[config.mk]
export PLATFORM = sky130hd
export DESIGN_NAME = atoc_ctrl
export DESIGN_NICKNAME = d
export VERILOG_FILES = /design/src/hw/rtl/atoc_pkg.sv /design/src/hw/rtl/atoc_ctrl.sv
export SDC_FILE = /design/constraint.sdc
export NUM_CORES = 1
export LEC_CHECK = 0
export CAP_MARGIN = 20
export CORE_UTILIZATION = 27
export CTS_CLUSTER_SIZE = 16
export DETAILED_ROUTE_END_ITERATION = 10
export DONT_BUFFER_PORTS = 1
export GPL_TIMING_DRIVEN = 0
export PLACE_DENSITY = 0.5
export SKIP_CTS_REPAIR_TIMING = 1
export SLEW_MARGIN = 40
export SYNTH_ARGS = -nofsm -noshare
export SYNTH_HDL_FRONTEND = slang
export SYNTH_SLANG_ARGS = --single-unit
[constraint.sdc]
create_clock -name clk -period 4.8 [get_ports clk]
set_input_delay 0.24 -clock clk [delete_from_list [all_inputs] [get_ports clk]]
set_output_delay 0.24 -clock clk [all_outputs]
set_load 0.05 [all_outputs]
[src/hw/rtl/atoc_pkg.sv]
// Shared types, constants and tables for the accelerometer tilt classifier.
package atoc_pkg;

  localparam int SAMPLE_W = 16;
  localparam int WORK_W   = 24;          // filtered value with 8 fraction bits
  localparam int SQ_W     = 49;          // sum of up to three squares
  localparam int SQRT_TOP = 48;          // highest even bit of the radicand
  localparam int SQRT_STEPS = SQRT_TOP / 2 + 1;
  localparam int CORD_W   = 28;
  localparam int ANG_W    = 26;
  localparam int STEP_W   = 5;
  localparam int ATAN_LEN = 24;

  localparam logic [SQ_W-1:0] TINY_ENERGY    = SQ_W'(64'd17592186);
  localparam logic [SQ_W-1:0] TINY_MAGNITUDE = SQ_W'(64'd1759218604);

  localparam logic signed [ANG_W-1:0] ANG_P90 = ANG_W'(90 * 65536);
  localparam logic signed [ANG_W-1:0] ANG_N90 = -ANG_W'(90 * 65536);

  localparam logic [21:0] ATAN_Q16 [ATAN_LEN] = '{
    22'd2949120, 22'd1740967, 22'd919879, 22'd466945, 22'd234379, 22'd117304,
    22'd58666, 22'd29335, 22'd14668, 22'd7334, 22'd3667, 22'd1833,
    22'd917, 22'd458, 22'd229, 22'd115, 22'd57, 22'd29,
    22'd14, 22'd7, 22'd4, 22'd2, 22'd1, 22'd0
  };

  // Configuration register indexes
  localparam logic [2:0] CFG_OFFSET_X   = 3'd0;
  localparam logic [2:0] CFG_OFFSET_Y   = 3'd1;
  localparam logic [2:0] CFG_OFFSET_Z   = 3'd2;
  localparam logic [2:0] CFG_FILTER_GAIN = 3'd3;
  localparam logic [2:0] CFG_TILT_THR   = 3'd4;
  localparam logic [2:0] CFG_VERT_LIMIT = 3'd5;

  // Axis / angle job indexes
  localparam logic [1:0] JOB_PITCH = 2'd0;
  localparam logic [1:0] JOB_ROLL  = 2'd1;
  localparam logic [1:0] JOB_VERT  = 2'd2;

  localparam logic [2:0] CLS_VERTICAL   = 3'd0;
  localparam logic [2:0] CLS_HORIZONTAL = 3'd1;
  localparam logic [2:0] CLS_SLIGHT     = 3'd2;
  localparam logic [2:0] CLS_HIGH       = 3'd3;
  localparam logic [2:0] CLS_INVERTED   = 3'd4;

  localparam logic [2:0] DIR_NONE     = 3'd0;
  localparam logic [2:0] DIR_FORWARD  = 3'd1;
  localparam logic [2:0] DIR_BACKWARD = 3'd2;
  localparam logic [2:0] DIR_RIGHT    = 3'd3;
  localparam logic [2:0] DIR_LEFT     = 3'd4;
  localparam logic [2:0] DIR_DIAGONAL = 3'd5;

  typedef enum logic [3:0] {
    ST_IDLE, ST_FMUL, ST_FADD, ST_SQ, ST_SLOAD, ST_SQRT,
    ST_CLOAD, ST_CSTEP, ST_STORE, ST_FIN
  } state_t;

  typedef struct packed {
    logic               accept;
    logic               filt_mul;
    logic               filt_add;
    logic               square;
    logic               sqrt_load;
    logic               sqrt_step;
    logic               cord_load;
    logic               cord_step;
    logic               store;
    logic               finish;
    logic [1:0]         idx;
    logic [STEP_W-1:0]  step;
  } ctrl_cmd_t;

  typedef struct packed {
    logic signed [15:0] offset_x;
    logic signed [15:0] offset_y;
    logic signed [15:0] offset_z;
    logic [15:0]        filter_gain;
    logic [14:0]        tilt_threshold;
    logic [13:0]        vertical_limit;
  } cfg_t;

endpackage

[src/hw/rtl/atoc_ctrl.sv]
// Sequencer for the filter, square, square-root and CORDIC steps.
module atoc_ctrl
  import atoc_pkg::*;
#(
  parameter int CORDIC_STEPS = 16
) (
  input  logic       clk,
  input  logic       rst_n,
  input  logic       in_valid,
  output logic       in_ready,
  output logic       out_valid,
  input  logic       out_ready,
  output ctrl_cmd_t  cmd
);

  localparam logic [STEP_W-1:0] CORD_LAST = STEP_W'(CORDIC_STEPS - 1);
  localparam logic [STEP_W-1:0] SQRT_LAST = STEP_W'(SQRT_STEPS - 1);

  state_t            state_r, state_nxt;
  logic [1:0]        idx_r, idx_nxt;
  logic [STEP_W-1:0] step_r, step_nxt;
  logic              out_valid_r, out_valid_nxt;
  logic              out_free;

  assign out_free  = !out_valid_r || out_ready;
  assign out_valid = out_valid_r;

  always_comb begin
    state_nxt = state_r;
    idx_nxt   = idx_r;
    step_nxt  = step_r;
    case (state_r)
      ST_IDLE: begin
        if (in_valid) begin
          state_nxt = ST_FMUL;
          idx_nxt   = 2'd0;
        end
      end
      ST_FMUL: state_nxt = ST_FADD;
      ST_FADD: begin
        if (idx_r == JOB_VERT) begin
          state_nxt = ST_SQ;
          idx_nxt   = 2'd0;
        end else begin
          state_nxt = ST_FMUL;
          idx_nxt   = idx_r + 2'd1;
        end
      end
      ST_SQ: begin
        if (idx_r == JOB_VERT) begin
          state_nxt = ST_SLOAD;
          idx_nxt   = JOB_PITCH;
        end else begin
          idx_nxt = idx_r + 2'd1;
        end
      end
      ST_SLOAD: begin
        state_nxt = ST_SQRT;
        step_nxt  = '0;
      end
      ST_SQRT: begin
        if (step_r == SQRT_LAST) state_nxt = ST_CLOAD;
        else step_nxt = step_r + STEP_W'(1);
      end
      ST_CLOAD: begin
        state_nxt = ST_CSTEP;
        step_nxt  = '0;
      end
      ST_CSTEP: begin
        if (step_r == CORD_LAST) state_nxt = ST_STORE;
        else step_nxt = step_r + STEP_W'(1);
      end
      ST_STORE: begin
        if (idx_r == JOB_VERT) begin
          state_nxt = ST_FIN;
        end else begin
          state_nxt = ST_SLOAD;
          idx_nxt   = idx_r + 2'd1;
        end
      end
      ST_FIN: begin
        if (out_free) state_nxt = ST_IDLE;
      end
      default: state_nxt = ST_IDLE;
    endcase
  end

  always_comb begin
    cmd           = '0;
    cmd.idx       = idx_r;
    cmd.step      = step_r;
    in_ready      = (state_r == ST_IDLE);
    cmd.accept    = (state_r == ST_IDLE) && in_valid;
    cmd.filt_mul  = (state_r == ST_FMUL);
    cmd.filt_add  = (state_r == ST_FADD);
    cmd.square    = (state_r == ST_SQ);
    cmd.sqrt_load = (state_r == ST_SLOAD);
    cmd.sqrt_step = (state_r == ST_SQRT);
    cmd.cord_load = (state_r == ST_CLOAD);
    cmd.cord_step = (state_r == ST_CSTEP);
    cmd.store     = (state_r == ST_STORE);
    cmd.finish    = (state_r == ST_FIN) && out_free;
  end

  // Result register: set on finish, drop on transfer
  always_comb begin
    if (cmd.finish) out_valid_nxt = 1'b1;
    else if (out_ready) out_valid_nxt = 1'b0;
    else out_valid_nxt = out_valid_r;
  end

  always_ff @(posedge clk) begin
    if (!rst_n) begin
      state_r     <= ST_IDLE;
      idx_r       <= '0;
      step_r      <= '0;
      out_valid_r <= 1'b0;
    end else begin
      state_r     <= state_nxt;
      idx_r       <= idx_nxt;
      step_r      <= step_nxt;
      out_valid_r <= out_valid_nxt;
    end
  end

endmodule

---- Yosys cells after proc, flatten, opt, wreduce, memory -nomap -nowiden ----
Index checks and enable logic that the tools add are counted.
Widths: inputs -> output; s select.
operators by class
  add/sub/neg operators ................... 2
  eq/ne operators ......................... 20
  muxes and demuxes ....................... 17
  reductions and logical operators ........ 13
operators with widths
  kind                 number
  $pmux 4 s10          1
  $mux 4               6
  $eq 4x3->1 const B   4
  $pmux 5 s3           1
  $mux 5               2
  $ne 2x2->1 const B   5
  $eq 4x2->1 const B   2
  $eq 4x4->1 const B   2
  $mux 2               4
  $ne 2x1->1 const B   3
  $pmux 2 s3           1
  $reduce_and 3->1     2
  $reduce_bool 3->1    2
  $add 5x1->5 const B  1
  $eq 5x4->1 const B   1
  $eq 5x5->1 const B   1
  $reduce_and 5->1     1
  $eq 4x1->1 const B   1
  $logic_not 4->1      1
  $reduce_or 2->1      2
  $add 2x1->2 const B  1
  $eq 2x2->1 const B   1
  $logic_and 1x1->1    2
  $mux 1               2
  3 further kinds      3
storage, ports and cells
  bits in registers ....................... 12
  input bits .............................. 4
  output and inout bits ................... 19
  word-level logic and storage cells ...... 56

---- Longest topological paths before layout ----
  depth after elaboration ................. 4
  gate-level depth with buffers ........... 7
  depth with buffers taken out ............ 7

---- Worst setup path before layout ----
No wires, ideal clock.
  path type ............................... reg2out
  from .................................... register state_r[0]
  to ...................................... output cmd[16] (netlist bit)
  arrival ................................. 2.885 ns
  data required time ...................... 4.560 ns
  path slack .............................. 1.675 ns
  stages on the path, launching flop included .. 5
  path buffers ............................ 2
  cells stage by stage .................... dfxtp_1 buf_2 buf_1 nor4_1 and2_1
RTL lines
  what                    line              RTL
  start, declared         atoc_ctrl.sv:19   state_t state_r, state_nxt;
  start signal, assigned  atoc_ctrl.sv:119  state_r <= state_nxt;
  end, declared           atoc_ctrl.sv:13   output ctrl_cmd_t cmd

---- Worst setup path in the final report ----
  from .................................... register step_r[1]
  to ...................................... register state_r[0]
between the ends
  longest elaborated chain between the ends .. 3
  elaborated cells on any way between the ends .. 5
  classes of those cells .................. eq/ne (4); reduce/logical (1)
ends and longest elaborated chain
  what                                             line                              RTL
  start, declared                                  atoc_ctrl.sv:21                   logic [STEP_W-1:0] step_r, step_nxt;
  start signal, assigned                           atoc_ctrl.sv:121                  step_r <= step_nxt;
  $eq 5x5->1 / $eq 5x4->1 (equally long branches)  atoc_ctrl.sv:62, atoc_ctrl.sv:70
  $ne 2x1->1 (no line)                             n/a
  $reduce_and 5->1 (no line) (*)                   n/a
Mark *: on every way between the ends. The rest lies on a longest branch, timed or not.
A chain may end at the register's enable or synchronous reset.

==> results <==
- Walking the worst path, the cells encountered are ha_1, and3_2, ha_1, nand4b_1, a21oi_1, or4_4, o31a_1.
- The number of antenna-violating nets in the routed design is 0.
- The net count of the finished layout is 137.
- Summing over every cut layer, the via total after detailed routing is 866.
- The first global-routing pass estimated a little under 4000 µm of wire.
- The kind of end point of the critical path is a register.
- The transition time at the pin with the least slew margin is approximately 880 ps.
- The final critical delay including setup and external delays is roughly 2500 ps.
- At the later pin of the worst-skew pair, clock insertion delay measures around 280 ps.
- The multi-input combinational cells in the finished layout cover a total of 638.1 µm².
- Of the cells placed in the final design, the portion with a size suffix greater than 1 is between 20% and 30%.
- The final-report max-slew violation count is 0.
- The first detailed-routing pass ran for 4 iterations.
- The number of H-tree levels is 1.
- The via count of the first global-routing pass is 840.
- The worst hold path startpoint is rst_n.
- The cell area after synthesis is slightly above 900 µm².
- Summing all flip-flop and latch instances after layout gives 240.2 µm².
- The worst setup path is launched from a register.
- The family of cells with the greatest summed delay on the critical path is simple AND/OR/NAND/NOR gates.
- The worst min-delay path category is in -> reg.
- The worst-case IR drop observed on VDD is 0.1456 mV.
- The critical path crosses 7 cells after its start point.
- Counting cells, the worst reg-to-reg path comes to 7.
- The data required time at the worst endpoint is 4970 ps.
- The switching power is 0.1328 mW.
- The count of buffers inserted at the top-level ports is 0.
- STA puts the critical path data arrival time at around 2700 ps.
- The average routed wire per standard cell is 13.22 µm.
- The synthesized design contains 0 enable-type register cells.
- The critical path buffer and inverter count is 0.
- Wires add up to ~2200 µm.
- In this run the vertical extent of the chip is between 60 and 70 µm.
- The reported leakage power is 0.3927 nW.
- The start point of the critical path is step_r[1].
- The TritonCTS clock tree is built.
- The post-synthesis cell count is 119.
- After layout, the worst setup slack is 2323 ps.
- Setup violations remaining at the end of the flow were counted as 0.
- Dividing the detail-routed via count by the number of cells gives 5.094.
- In this run switching power makes up 41.46% of total power.
- The internal power summed over all cells is about 0.19 mW.
- By startpoint and endpoint, the worst setup path is classified as reg -> reg.
- The combinational cell fraction of total power is between 30% and 40%.
- The fraction of the cycle the final worst path needs is 51.61%.
- For this design, the sink count on the clock tree is 12.
- The area inside the core boundary is about 3100 µm².
- Derived from the worst setup path, the maximum achievable clock frequency is between 400 and 500 MHz.
- From left edge to right edge, the die measures between 60 and 70 µm.
- The number of core rows is 20.
- The number of buffers between clock root and the deepest sink is 2.
- The distinct cell type count after synthesis is 41.
- Sequential elements use roughly a quarter of the synthesized area.
- The total power density per cell area is 299.4 nW/µm².
- The TritonCTS buffer count is 3.
- The DRC marker count from the first detailed-route iteration is 17.
- The count of fill cells added during filler insertion is 338.
- Among the stages of the critical path, the cell type that occurs most often is sky130_fd_sc_hd__ha_1.
- For this run, the total global-route usage over all layers was measured as 14.18%.
- For this run, the leading register cell type out of synthesis is sky130_fd_sc_hd__dfxtp_1.
- At the end of routability-driven placement, the weighted congestion stood at roughly 0.78.
- The number of nets in the synthesized netlist is 129.
- The half-perimeter wire length of the detailed placement result is 1693 µm.
- The library cell with the largest summed area after synthesis is sky130_fd_sc_hd__dfxtp_1.
- The clock transition at the registers of the reported paths is 90 ps.
- The final hold violation count is 0.
- The proportion of synthesized flip-flops having asynchronous set or reset is 0%.
- The floorplan step defined a die boundary enclosing 3629 µm².
- Summed over all layers, the global routing overflow is 0.
- The depth of the worst hold-timing path is 2.
- Prior to clock tree synthesis, the placed netlist has a worst setup slack of 2335 ps.
- The run finished with clean final reports.
- The number of antenna violations at the first check in global routing is 0.
- The share of synthesized area in the top cell type comes to 26.23%.
- Averaged over all synthesized cells, the footprint is 7.696 µm².
- For this configuration, the core starts out at a cell density of 29.28%.
- Along the worst path, the maximum fanout reaches 5.
- The area growth from synthesis to layout is 16.80%.
- The cell at the slowest stage of the critical path is sky130_fd_sc_hd__dfxtp_1.
- In this run the tightest slew margin relative to its limit is 41.26%.
- 0 antenna diodes ended up in the layout.
- In the layout the commonest cells are 12 x sky130_fd_sc_hd__nor2_1, 12 x sky130_fd_sc_hd__dfxtp_1, 11 x sky130_fd_sc_hd__inv_1.
- Setup repair after global routing left no endpoint under its margin.
- In this run, synthesis produced a sequential element count of 12.
- The I/O pin count is 23.
- The worst register-to-register path begins at step_r[1].
- Ranked by total cell area, the synthesized netlist is headed by sky130_fd_sc_hd__dfxtp_1 26%, sky130_fd_sc_hd__ha_1 8.2%, sky130_fd_sc_hd__nor2_1 5.7%, sky130_fd_sc_hd__a21oi_1 4.9%, sky130_fd_sc_hd__inv_1 4.5%.
- Of the total power, registers draw 37.9%.
- Of the total power, the clock network draws between 20% and 30%.
- After detailed routing, the number of remaining DRC violations is 0.
- The library cell used as clock root buffer is sky130_fd_sc_hd__clkbuf_4.
- The tool flagged a number of max-cap violations equal to 0.
- Setup total negative slack on the finished layout was measured at 0 ps.
- The worst setup skew after layout is 3.623 ps.
- Entering global routing, the biggest net connects 11 pins.
- The stage delay of the slowest cell on the critical path is 700 ps.
- The warning count from the yosys run is 0.
worst reg2reg max path: stages (launching register included):
cell and delay [ps]:
sky130_fd_sc_hd__dfxtp_1 700, sky130_fd_sc_hd__ha_1 290, sky130_fd_sc_hd__and3_2 180, sky130_fd_sc_hd__ha_1 170, sky130_fd_sc_hd__nand4b_1 120, sky130_fd_sc_hd__a21oi_1 70, sky130_fd_sc_hd__or4_4 530, sky130_fd_sc_hd__o31a_1 310
per-layer routing:
| metal | part of all wire, % | vias up | GRT usage [%] |
|---|---|---|---|
| met4 | 0.53 | 0 | 2.658 |
| met2 | 48 | 24 | 22.76 |
| met3 | 7.0 | 2 | 5.628 |
| met5 | 0 | - | 0 |
| li1 | - | 435 | - |
| met1 | 44 | 405 | 17.88 |
cells by family after synthesis:
group / Yosys count / share of synthesized area (%)
xor+xnor: 1 / 0.9565
mux: 4 / 4.508
fa+ha+maj: 6 / 8.197
simple gates: 55 / 36.20
buf+inv: 19 / 8.880
compound gates: 22 / 15.03
flops: 12 / 26.23
power groups by stage:
stage	sequential, mW	clock, mW	combinational [mW]
CTS	0.121	0.0864	0.114
finish	0.121	0.0835	0.115
detailed placement	0.124	0	0.113
global placement	0.124	0	0.103
global route	0.123	0.0914	0.126
floorplan	0.122	0	0.0900
state kept, by name, summed over array words and instances, names as in the netlist:
| signal | cells |
|---|---|
| out_valid | 1 |
| idx_r | 2 |
| step_r | 5 |
| state_r | 4 |
through the flow:
step / hold WS (ps) / power, mW / utilization, % / std cells / area, µm²
3_3_place_gp: 370.5 / 0.2270 / 31.04 / 163 / 970.9
2_1_floorplan: 357.7 / 0.2120 / - / 119 / 915.9
6_report: 81.76 / 0.3203 / 34.20 / 170 / 1070
3_5_place_dp: 368.2 / 0.2371 / 32.84 / 166 / 1027
4_1_cts: 76.29 / 0.3216 / 34.00 / 170 / 1064
5_1_grt: 71.64 / 0.3401 / 34.20 / 170 / 1070
layout make-up:
cell class	instances	area share, %
Sequential cell	12	22.46
Timing Repair Buffer	3	1.754
Buffer	8	3.743
Inverter	11	3.860
Multi-Input combinational cell	88	59.65
Clock buffer	4	3.392
Tap cell	44	5.146
cell usage after synthesis (all sizes together), types with 2 or more instances:
cell type	number
a211oi	2
clkbuf	2
buf	6
o21ai	3
nor4	3
inv	11
and3	2
nor3b	3
or4	2
nand2b	5
or3	2
nor2	14
and2	2
nand2	4
mux2i	3
nor3	7
a21oi	9
nor2b	3
dfxtp	12
ha	6
o21a	2
path summary, 6_finish.rpt:
check             slack [ps]          to
hold reg to reg          780   step_r[3]
hold / removal            80  state_r[3]
setup / recovery        2320  state_r[0]
setup reg to reg        2320  state_r[0]
Note: power is estimated with default switching activity, not from simulation.
