**src/hw/rtl/atoc_pkg.sv**
```systemverilog
// Shared types, constants and tables for the accelerometer tilt classifier.
package atoc_pkg;

  localparam int SAMPLE_W = 16;
  localparam int WORK_W   = 24;          // filtered value with 8 fraction bits
  localparam int SQ_W     = 49;          // sum of up to three squares
  localparam int SQRT_TOP = 48;          // highest even bit of the radicand
  localparam int SQRT_STEPS = SQRT_TOP / 2 + 1;
  localparam int CORD_W   = 28;
  localparam int ANG_W    = 26;
  localparam int STEP_W   = 5;
  localparam int ATAN_LEN = 24;

  localparam logic [SQ_W-1:0] TINY_ENERGY    = SQ_W'(64'd17592186);
  localparam logic [SQ_W-1:0] TINY_MAGNITUDE = SQ_W'(64'd1759218604);

  localparam logic signed [ANG_W-1:0] ANG_P90 = ANG_W'(90 * 65536);
  localparam logic signed [ANG_W-1:0] ANG_N90 = -ANG_W'(90 * 65536);

  localparam logic [21:0] ATAN_Q16 [ATAN_LEN] = '{
    22'd2949120, 22'd1740967, 22'd919879, 22'd466945, 22'd234379, 22'd117304,
    22'd58666, 22'd29335, 22'd14668, 22'd7334, 22'd3667, 22'd1833,
    22'd917, 22'd458, 22'd229, 22'd115, 22'd57, 22'd29,
    22'd14, 22'd7, 22'd4, 22'd2, 22'd1, 22'd0
  };

  // Configuration register indexes
  localparam logic [2:0] CFG_OFFSET_X   = 3'd0;
  localparam logic [2:0] CFG_OFFSET_Y   = 3'd1;
  localparam logic [2:0] CFG_OFFSET_Z   = 3'd2;
  localparam logic [2:0] CFG_FILTER_GAIN = 3'd3;
  localparam logic [2:0] CFG_TILT_THR   = 3'd4;
  localparam logic [2:0] CFG_VERT_LIMIT = 3'd5;

  // Axis / angle job indexes
  localparam logic [1:0] JOB_PITCH = 2'd0;
  localparam logic [1:0] JOB_ROLL  = 2'd1;
  localparam logic [1:0] JOB_VERT  = 2'd2;

  localparam logic [2:0] CLS_VERTICAL   = 3'd0;
  localparam logic [2:0] CLS_HORIZONTAL = 3'd1;
  localparam logic [2:0] CLS_SLIGHT     = 3'd2;
  localparam logic [2:0] CLS_HIGH       = 3'd3;
  localparam logic [2:0] CLS_INVERTED   = 3'd4;

  localparam logic [2:0] DIR_NONE     = 3'd0;
  localparam logic [2:0] DIR_FORWARD  = 3'd1;
  localparam logic [2:0] DIR_BACKWARD = 3'd2;
  localparam logic [2:0] DIR_RIGHT    = 3'd3;
  localparam logic [2:0] DIR_LEFT     = 3'd4;
  localparam logic [2:0] DIR_DIAGONAL = 3'd5;

  typedef enum logic [3:0] {
    ST_IDLE, ST_FMUL, ST_FADD, ST_SQ, ST_SLOAD, ST_SQRT,
    ST_CLOAD, ST_CSTEP, ST_STORE, ST_FIN
  } state_t;

  typedef struct packed {
    logic               accept;
    logic               filt_mul;
    logic               filt_add;
    logic               square;
    logic               sqrt_load;
    logic               sqrt_step;
    logic               cord_load;
    logic               cord_step;
    logic               store;
    logic               finish;
    logic [1:0]         idx;
    logic [STEP_W-1:0]  step;
  } ctrl_cmd_t;

  typedef struct packed {
    logic signed [15:0] offset_x;
    logic signed [15:0] offset_y;
    logic signed [15:0] offset_z;
    logic [15:0]        filter_gain;
    logic [14:0]        tilt_threshold;
    logic [13:0]        vertical_limit;
  } cfg_t;

endpackage

```
**src/hw/rtl/atoc_dp.sv**
```systemverilog
// Datapath: offset, smoothing filter, squares, shared square root and CORDIC.
module atoc_dp
  import atoc_pkg::*;
#(
  parameter int FILTER_FRAC_BITS = 8
) (
  input  logic                clk,
  input  logic                rst_n,
  input  ctrl_cmd_t           cmd,
  input  cfg_t                cfg,
  input  logic signed [15:0]  in_x,
  input  logic signed [15:0]  in_y,
  input  logic signed [15:0]  in_z,
  output logic signed [15:0]  smooth_x,
  output logic signed [15:0]  smooth_y,
  output logic signed [15:0]  smooth_z,
  output logic signed [15:0]  pitch_deg,
  output logic signed [15:0]  roll_deg,
  output logic [15:0]         vert_deg,
  output logic [2:0]          orient_cls,
  output logic [2:0]          tilt_dir
);

  localparam int FW  = SAMPLE_W + FILTER_FRAC_BITS;
  localparam int PW  = FW + 18;
  localparam int SHR = (FILTER_FRAC_BITS >= 8) ? FILTER_FRAC_BITS - 8 : 0;
  localparam int SHL = (FILTER_FRAC_BITS < 8) ? 8 - FILTER_FRAC_BITS : 0;

  logic signed [15:0]       d_r [3];
  logic signed [FW-1:0]     filt_r [3];
  logic signed [PW-1:0]     prod_r;
  logic signed [PW-1:0]     prod;
  logic signed [FW-1:0]     tgt;
  logic signed [FW:0]       diff;
  logic signed [WORK_W-1:0] w [3];
  logic signed [WORK_W-1:0] w_sel;
  logic [SQ_W-1:0]          sq_r [3];
  logic signed [2*WORK_W-1:0] sq_prod;
  logic [SQ_W-1:0]          s_yz, s_xz, s_xy, s_all;

  logic [SQ_W:0]            rem_r, root_r, bit_r, trial;
  logic [SQ_W-1:0]          rad;

  logic signed [CORD_W-1:0] cx_r, cy_r, x0, y0, xs, ys, rootv;
  logic signed [ANG_W-1:0]  ang_r, ang_rnd, q;
  logic signed [15:0]       pitch_r, roll_r;
  logic [15:0]              vert_r;
  logic                     ok;
  logic signed [15:0]       res;

  logic signed [15:0]       sm_x_r, sm_y_r, sm_z_r, pitch_o_r, roll_o_r;
  logic [15:0]              vert_o_r;
  logic [2:0]               cls_r, dir_r, cls, dir;
  logic [15:0]              ap, ar, thr;

  // Filter: one axis at a time through one multiplier, a multiply step then an add step
  assign tgt  = FW'(d_r[cmd.idx]) <<< FILTER_FRAC_BITS;
  assign diff = (FW+1)'(tgt) - (FW+1)'(filt_r[cmd.idx]);
  assign prod = $signed({1'b0, cfg.filter_gain}) * diff;

  always_ff @(posedge clk) begin
    if (cmd.accept) begin
      d_r[0] <= in_x - cfg.offset_x;
      d_r[1] <= in_y - cfg.offset_y;
      d_r[2] <= in_z - cfg.offset_z;
    end
    if (cmd.filt_mul) prod_r <= prod;
  end

  always_ff @(posedge clk) begin
    if (!rst_n) begin
      filt_r[0] <= '0;
      filt_r[1] <= '0;
      filt_r[2] <= '0;
    end else if (cmd.filt_add) begin
      filt_r[cmd.idx] <= filt_r[cmd.idx] + FW'(prod_r >>> 16);
    end
  end

  for (genvar a = 0; a < 3; a++) begin : g_work
    assign w[a] = WORK_W'(filt_r[a] >>> SHR) <<< SHL;
  end

  // Squares, one axis per cycle
  assign w_sel   = w[cmd.idx];
  assign sq_prod = w_sel * w_sel;

  always_ff @(posedge clk) begin
    if (cmd.square) sq_r[cmd.idx] <= SQ_W'(unsigned'(sq_prod));
  end

  assign s_yz  = sq_r[1] + sq_r[2];
  assign s_xz  = sq_r[0] + sq_r[2];
  assign s_xy  = sq_r[0] + sq_r[1];
  assign s_all = s_xy + sq_r[2];

  // Integer square root, one result bit per cycle
  always_comb begin
    case (cmd.idx)
      JOB_PITCH: rad = s_yz;
      JOB_ROLL:  rad = s_xz;
      default:   rad = s_xy;
    endcase
  end

  assign trial = root_r + bit_r;

  always_ff @(posedge clk) begin
    if (cmd.sqrt_load) begin
      rem_r  <= {1'b0, rad};
      root_r <= '0;
      bit_r  <= (SQ_W+1)'(1) << SQRT_TOP;
    end else if (cmd.sqrt_step) begin
      if (rem_r >= trial) begin
        rem_r  <= rem_r - trial;
        root_r <= (root_r >> 1) + bit_r;
      end else begin
        root_r <= root_r >> 1;
      end
      bit_r <= bit_r >> 2;
    end
  end

  // CORDIC vectoring, one iteration per cycle
  assign rootv = CORD_W'(root_r);

  always_comb begin
    case (cmd.idx)
      JOB_PITCH: begin
        y0 = CORD_W'(w[0]);
        x0 = rootv;
      end
      JOB_ROLL: begin
        y0 = CORD_W'(w[1]);
        x0 = rootv;
      end
      default: begin
        y0 = rootv;
        x0 = CORD_W'(w[2]);
      end
    endcase
  end

  assign xs = cx_r >>> cmd.step;
  assign ys = cy_r >>> cmd.step;

  always_ff @(posedge clk) begin
    if (cmd.cord_load) begin
      if (x0 < 0) begin
        if (y0 >= 0) begin
          cx_r  <= y0;
          cy_r  <= -x0;
          ang_r <= ANG_P90;
        end else begin
          cx_r  <= -y0;
          cy_r  <= x0;
          ang_r <= ANG_N90;
        end
      end else begin
        cx_r  <= x0;
        cy_r  <= y0;
        ang_r <= '0;
      end
    end else if (cmd.cord_step) begin
      if (cy_r >= 0) begin
        cx_r  <= cx_r + ys;
        cy_r  <= cy_r - xs;
        ang_r <= ang_r + ANG_W'(ATAN_Q16[cmd.step]);
      end else begin
        cx_r  <= cx_r - ys;
        cy_r  <= cy_r + xs;
        ang_r <= ang_r - ANG_W'(ATAN_Q16[cmd.step]);
      end
    end
  end

  // Round to Q8.8, clamp, and zero when the energy test fails
  assign ang_rnd = ang_r + ANG_W'(128);
  assign q       = ang_rnd >>> 8;

  always_comb begin
    case (cmd.idx)
      JOB_PITCH: ok = (s_yz > TINY_ENERGY);
      JOB_ROLL:  ok = (s_xz > TINY_ENERGY);
      default:   ok = (s_all > TINY_MAGNITUDE);
    endcase
    if (cmd.idx == JOB_VERT) begin
      if (q < 0) res = '0;
      else if (q > ANG_W'(46080)) res = 16'(46080);
      else res = 16'(q);
    end else begin
      if (q < -ANG_W'(23040)) res = -16'sd23040;
      else if (q > ANG_W'(23040)) res = 16'sd23040;
      else res = 16'(q);
    end
    if (!ok) res = '0;
  end

  always_ff @(posedge clk) begin
    if (cmd.store) begin
      case (cmd.idx)
        JOB_PITCH: pitch_r <= res;
        JOB_ROLL:  roll_r  <= res;
        default:   vert_r  <= res;
      endcase
    end
  end

  // Classification
  assign ap  = (pitch_r < 0) ? 16'(-pitch_r) : 16'(pitch_r);
  assign ar  = (roll_r < 0) ? 16'(-roll_r) : 16'(roll_r);
  assign thr = 16'(cfg.tilt_threshold);

  always_comb begin
    if (vert_r <= 16'(cfg.vertical_limit)) cls = CLS_VERTICAL;
    else if (vert_r inside {[16'd18432:16'd27648]}) cls = CLS_HORIZONTAL;
    else if (vert_r <= 16'd11520) cls = CLS_SLIGHT;
    else if (vert_r <= 16'd18432) cls = CLS_HIGH;
    else cls = CLS_INVERTED;

    if (ap > thr && ar < thr) dir = (pitch_r > 0) ? DIR_FORWARD : DIR_BACKWARD;
    else if (ar > thr && ap < thr) dir = (roll_r > 0) ? DIR_RIGHT : DIR_LEFT;
    else if (ap > thr && ar > thr) dir = DIR_DIAGONAL;
    else dir = DIR_NONE;
  end

  always_ff @(posedge clk) begin
    if (cmd.finish) begin
      sm_x_r    <= 16'(filt_r[0] >>> FILTER_FRAC_BITS);
      sm_y_r    <= 16'(filt_r[1] >>> FILTER_FRAC_BITS);
      sm_z_r    <= 16'(filt_r[2] >>> FILTER_FRAC_BITS);
      pitch_o_r <= pitch_r;
      roll_o_r  <= roll_r;
      vert_o_r  <= vert_r;
      cls_r     <= cls;
      dir_r     <= dir;
    end
  end

  assign smooth_x   = sm_x_r;
  assign smooth_y   = sm_y_r;
  assign smooth_z   = sm_z_r;
  assign pitch_deg  = pitch_o_r;
  assign roll_deg   = roll_o_r;
  assign vert_deg   = vert_o_r;
  assign orient_cls = cls_r;
  assign tilt_dir   = dir_r;

endmodule

```
**config.mk**
```make
export PLATFORM = sky130hd
export DESIGN_NAME = atoc_dp
export DESIGN_NICKNAME = d
export VERILOG_FILES = /design/src/hw/rtl/atoc_pkg.sv /design/src/hw/rtl/atoc_dp.sv
export SDC_FILE = /design/constraint.sdc
export NUM_CORES = 2
export LEC_CHECK = 0
export BUFFER_PORTS_ARGS = -buffer_cell sky130_fd_sc_hd__buf_2
export CAP_MARGIN = 25
export CORE_MARGIN = 2
export CORE_UTILIZATION = 59
export DETAILED_ROUTE_END_ITERATION = 8
export GPL_TIMING_DRIVEN = 1
export PLACE_DENSITY_LB_ADDON = 0.25
export SLEW_MARGIN = 0
export SYNTH_ARGS = -nofsm -noshare
export SYNTH_HDL_FRONTEND = slang
export SYNTH_SLANG_ARGS = --single-unit
```
**constraint.sdc**
```tcl
create_clock -name clk -period 14.2 [get_ports clk]
set_clock_uncertainty 0.15 [all_clocks]
set_input_delay 2.84 -clock clk [delete_from_list [all_inputs] [get_ports clk]]
set_output_delay 2.84 -clock clk [all_outputs]
set_load 0.02 [all_outputs]
```
# After elaboration in Yosys (flattened, before gate mapping)
# Memory sizes are Yosys's and may differ from the RTL's.
# Index checks and enable logic that the tools add are counted.
totals:
  inputBits: 160
  ram_bits: 264
  out_inout_bits: 102
  reg_bits: 397
  mem_count: 4
  mem_bits_ro: 704
  wordCells: 155
op_classes:
  magnitude_cmp: 26
  bitwise: 3
  n_eq_ne: 2
  n_mul: 2
  shifts: 2
  n_reduce_logical: 17
  n_mux: 55
  add_sub_neg: 23
memory_table:
  columns: ["name", "depth", "word_bits", "rd", "rd_ports_with_merged_regs", "write_ports", "line_no", "source"]
  rows:
  - ["(name not given)", 32, 22, 1, 0, 0, "atoc_dp.sv:172", "ang_r <= ang_r - ANG_W'(ATAN_Q16[cmd.step]);"]
  - ["sq_r", 3, 48, 3, 0, 1, "atoc_dp.sv:37", "logic [SQ_W-1:0] sq_r [3];"]
  - ["filt_r", 3, 24, 4, 0, 3, "atoc_dp.sv:30", "logic signed [FW-1:0] filt_r [3];"]
  - ["d_r", 3, 16, 1, 0, 3, "atoc_dp.sv:29", "logic signed [15:0] d_r [3];"]
op_table:
  columns: ["cell", "n"]
  rows:
  - ["28-bit 2-to-1 mux", 11]
  - ["49-bit adder", 4]
  - ["49-bit 2-to-1 mux", 3]
  - ["26-bit 2-to-1 mux", 5]
  - ["16-bit 2-to-1 mux", 8]
  - ["49-bit by 25-bit > comparator with 1-bit output, second input constant", 2]
  - ["49-bit case mux with 2 select lines", 1]
  - ["24-bit 2-to-1 mux", 3]
  - ["28-bit adder", 2]
  - ["28-bit by 1-bit greater-or-equal comparator with 1-bit output, second input constant", 2]
  - ["28-bit negator", 2]
  - ["28-bit case mux with 2 select lines", 1]
  - ["28-bit by 5-bit >>> shifter with 28-bit output", 2]
  - ["28-bit subtractor", 2]
  - ["49-bit by 49-bit adder with 50-bit output", 1]
  - ["50-bit by 49-bit adder with 50-bit output", 1]
  - ["50-bit greater-or-equal comparator", 1]
  - ["50-bit 2-to-1 mux", 1]
  - ["50-bit subtractor", 1]
  - ["49-bit by 31-bit > comparator with 1-bit output, second input constant", 1]
  - ["24-bit binary-select mux with 2-bit select", 1]
  - ["24-bit by 24-bit multiplier with 48-bit output", 1]
  - ["16-bit subtractor", 3]
  - ["22-bit 2-to-1 mux", 2]
  - ["38 further kinds", 69]

# Logic depth before layout (Yosys ltp)
logic_depth:
  ltp_word: 8
  depth_mapped: 50
  depth_no_buf: 43

# Least setup slack after synthesis
# No wires, ideal clock.
synth_timing:
  path_type: "input -> register"
  start: "input port cmd[6] in the netlist's numbering"
  end: "register prod_r[38], data pin"
  n_path_buf: 10
  slack_ns: -1.093
  setup_ns: 0.257
  cell_stages: 49
  t_required_ns: 13.793
  t_arrival_ns: 14.886
  path_cell_list: "buf_1 > buf_1 > clkbuf_1 > clkbuf_1 > clkbuf_1 > buf_1 > clkbuf_1 > buf_1 > clkbuf_1 > nand2_1 > o21ai_0 > ha_1 > inv_1 > nor2_1 > a31oi_1 > o21bai_1 > a21oi_1 > o21bai_1 > [... 13 more ...] > inv_1 > fa_1 > fa_1 > inv_1 > fa_1 > inv_1 > ha_1 > and4_1 > and3_1 > a211oi_1 > a21boi_1 > o21a_1 > o21a_1 > o41ai_1 > o21ai_0 > or4_1 > and2_1 > xor2_1"
synth_between:
  elab_chain_len: 3
  elab_cells_between_ends: 4
  cone_classes: "add/sub (1); mul (1); memory (2)"
synth_rtl:
  columns: ["item", "line_no", "source"]
  rows:
  - ["start, declared", "atoc_dp.sv:9", "input ctrl_cmd_t cmd,"]
  - ["memory read 3 x 24 bit / memory read 3 x 16 bit (equally long branches)", null, null]
  - ["24-bit by 24-bit subtractor with 25-bit output *", "atoc_dp.sv:58", "assign diff = (FW+1)'(tgt) - (FW+1)'(filt_r[cmd.idx]);"]
  - ["17-bit by 25-bit multiplier with 40-bit output *", "atoc_dp.sv:59", "assign prod = $signed({1'b0, cfg.filter_gain}) * diff;"]
  - ["via prod[38]", "atoc_dp.sv:32", "logic signed [PW-1:0] prod;"]
  - ["end signal, assigned", "atoc_dp.sv:67", "if (cmd.filt_mul) prod_r <= prod;"]
  - ["end, declared", "atoc_dp.sv:31", "logic signed [PW-1:0] prod_r;"]
# Mark *: on every way through the listed nets, which the timed path passes. The rest lies on a longest branch.
# A chain may end at the register's enable or synchronous reset.

# Worst setup path in the final report
layout_timing:
  start: "input port cmd[5] in the netlist's numbering"
  end: "register prod_r[38], data pin"
# Same word-level chain as after synthesis.

==> impl_metrics.json <==
{
  "areaGrowthSynthToFinish_pct": 6.89,
  "startpoint_type": "input port",
  "met1Wirelength_um": 99600,
  "clock_latency_ns": 0.69,
  "synth_nets": 11600,
  "wirelength_um": 256000,
  "drt_pre_antenna_iters": 6,
  "synth-edff-count": 590,
  "fin_setup_tns_ns": 0,
  "path_class": "input port to register",
  "ys_warn_count": 0,
  "final_max_slew_viol_count": 0,
  "vias_per_cell": 6.07,
  "synth-seq-cells": 666,
  "hold_buffers": 0,
  "dr_wl_met2_um": 118000,
  "setup.worst_path.end_class": "register",
  "final_common_cell": "inv_1",
  "cts.path.max_buffers": 3,
  "hp-start": "rem_r[49]$_SDFFE_PP0P_",
  "clock-sinks": 666,
  "grt_overflow": 0,
  "cp_max_fo": 21,
  "status": "completed",
  "die_h_um": 390,
  "min_period_ns": 13.20,
  "finalNonFillerCells": 11800,
  "wire_per_inst_um": 21.7,
  "hp-class": "register to register",
  "cts_root_buf": "clkbuf_16",
  "finalCritPeriodShare": 0.929,
  "drtAntennaViolNets": 0,
  "chipWidth_um": 390,
  "final_cell_area_um2": 93800,
  "std_cell_rows": 141,
  "reg2reg_from": "filt_r[2][1]$_SDFFCE_PN0P_",
  "cts_tree": "done",
  "fin_nets": 11700,
  "remaining_drc_errors": 0,
  "worstPathRequired_ns": 14.49,
  "grt_max_degree": 104,
  "met3_length_um": 23700,
  "grt_pass1_vias": 71800,
  "num_io_pins": 262,
  "rsz0062_at_grt": "no",
  "syn_inst": 9706,
  "drtIter0Drc": 6835,
  "worstRegToRegCells": 35,
  "dr.max_layer_used": "met5",
  "grt_antenna_before_repair": 14,
  "drive_above_1_share": 0.0672,
  "whs_path_depth": 2,
  "reg2reg_slack_ns": 2.91,
  "relSlewSlack": 0.224,
  "dieArea_um2": 152000,
  "synth-seq-area-share": 0.219,
  "max_freq_mhz": 75.8,
  "post_dp_cell_area_um2": 91100,
  "cts_buffers": 81,
  "maxCapViolations": 0,
  "synth.distinct_cells": 95,
  "place.gp.congestion": 1.00,
  "clk_pin_slew_ns": 0.06,
  "ctsResizeCount": 0,
  "whs_endpoint": "rem_r[49]$_SDFFE_PP0P_",
  "post_cts_buffers": 0,
  "hold_viol_final": 0,
  "layout_common_cells": "inv_1 (1390), fa_1 (937), nand2_1 (915)",
  "slowest_stage": "fa_1",
  "synth_flop_cell": "edfxtp_1",
  "worstPathArrival_ns": 13.49,
  "dp.cells": 11700,
  "finalSetupViolCount": 0,
  "synth_area_um2": 87800,
  "globalRouteTotalUtil": 0.337,
  "coreArea_um2": 148000,
  "cpPeakStageDelay_ns": 0.54,
  "vias": 71700,
  "dp_hpwl_um": 206000,
  "htreeDepth": 3,
  "start_util": 0.594,
  "tightest_slew_ns": 1.16,
  "syn_area_per_cell_um2": 9.04,
  "cp_common_cell": "fa_1",
  "port_buffers": 261,
  "async_reset_ff_frac": 0,
  "grt_pass1_wl_um": 398000,
  "r2r-end": "prod_r[38]$_DFFE_PP_"
}
## synth_stat cells (63+ instances only)
master,instances,area (um2)
inv_1,1390,5220
fa_1,937,18800
nand2_1,916,3440
nor2_1,861,3230
ha_1,748,9360
edfxtp_1,590,17700
a21oi_1,556,2780
o21ai_0,486,2430
xnor2_1,399,3490
clkbuf_1,292,1100
and2_1,224,1400
xor2_1,223,1950
a21o_1,190,1430
mux2i_1,168,1680
nor3_1,136,681
nand3_1,113,566
nor2b_1,104,651
o211ai_1,91,683
a31oi_1,81,507
nand2b_1,80,500
dfxtp_1,76,1520
a211oi_1,75,563
or3_1,74,463
and3_1,71,444
o21a_1,66,495
o21bai_1,63,473
## flip-flops by register name (all words and copies together), names as in the netlist
signal	cells
ang_r	26
bit_r	25
cx_r	28
cy_r	28
d_r	48
filt_r	96
orient_cls	3
pitch_deg	16
pitch_r	16
prod_r	24
rem_r	50
roll_deg	16
roll_r	16
root_r	50
smooth_x	16
smooth_y	16
smooth_z	16
sq_r	141
tilt_dir	3
vert_deg	16
vert_r	16
## critical path: cells and delay by family
family	cells	cell delay [ns]
fa+ha+maj	8	3.65
buf+inv	7	1.20
xor+xnor	2	0.27
simple gates	7	1.46
mux	1	0.33
compound gates	16	3.69
## through the flow
stage	hold WS [ns]	util	worst slack, ns
after global routing	0.360	0.635	0.312
after CTS	0.347	0.635	1.13
after detailed placement	0.326	0.617	0.442
after global placement	0.326	0.616	0.703
after floorplan	0.274	-	0.00676
final	0.349	0.635	1.00
## kinds of logic after synthesis
logic type               share of synthesized area
flip-flops                                   0.219
buffers and inverters                       0.0767
AND/OR/NAND/NOR                              0.145
AO/OA/AOI/OAI                                0.141
multiplexers                                0.0362
adder cells (fa/ha/maj)                      0.320
XOR/XNOR                                    0.0621
## routing by layer
| metal | up-vias | track usage |
|---|---|---|
| met5 | - | 0 |
| met4 | 8 | 0.165 |
| met3 | 614 | 0.0639 |
| met2 | 3306 | 0.548 |
| met1 | 34800 | 0.433 |
| li1 | 33000 | - |
## worst max-delay path by stage
| stage | start | endpoint | slack (ns) | cells past startpoint |
|---|---|---|---|---|
| 3_3_place_gp | cmd[5] | prod_r[38]$_DFFE_PP_ | 0.70 | 37 |
| 4_1_cts | cmd[5] | prod_r[39]$_DFFE_PP_ | 1.13 | 41 |
| 2_1_floorplan | cmd[5] | prod_r[38]$_DFFE_PP_ | 0.007 | 47 |
| 6_report | cmd[5] | prod_r[38]$_DFFE_PP_ | 1.00 | 41 |
| 5_1_grt | cmd[5] | prod_r[39]$_DFFE_PP_ | 0.31 | 43 |
| 3_5_place_dp | cmd[5] | prod_r[39]$_DFFE_PP_ | 0.44 | 41 |
## cell type report
type | instances | area [um2]
sequential | 666 | 19200
antenna | 7 | 17.5
fill | 12200 | 53800
tap | 1930 | 2410
multi-input combinational | 7280 | 61900
clock inverter | 45 | 542
timing repair buffer | 385 | 2310
clock buffer | 104 | 2180
inverter | 1399 | 5250
Power is not shown: default switching activity piles up to over one toggle a cycle in this logic, so the estimate is an artifact.
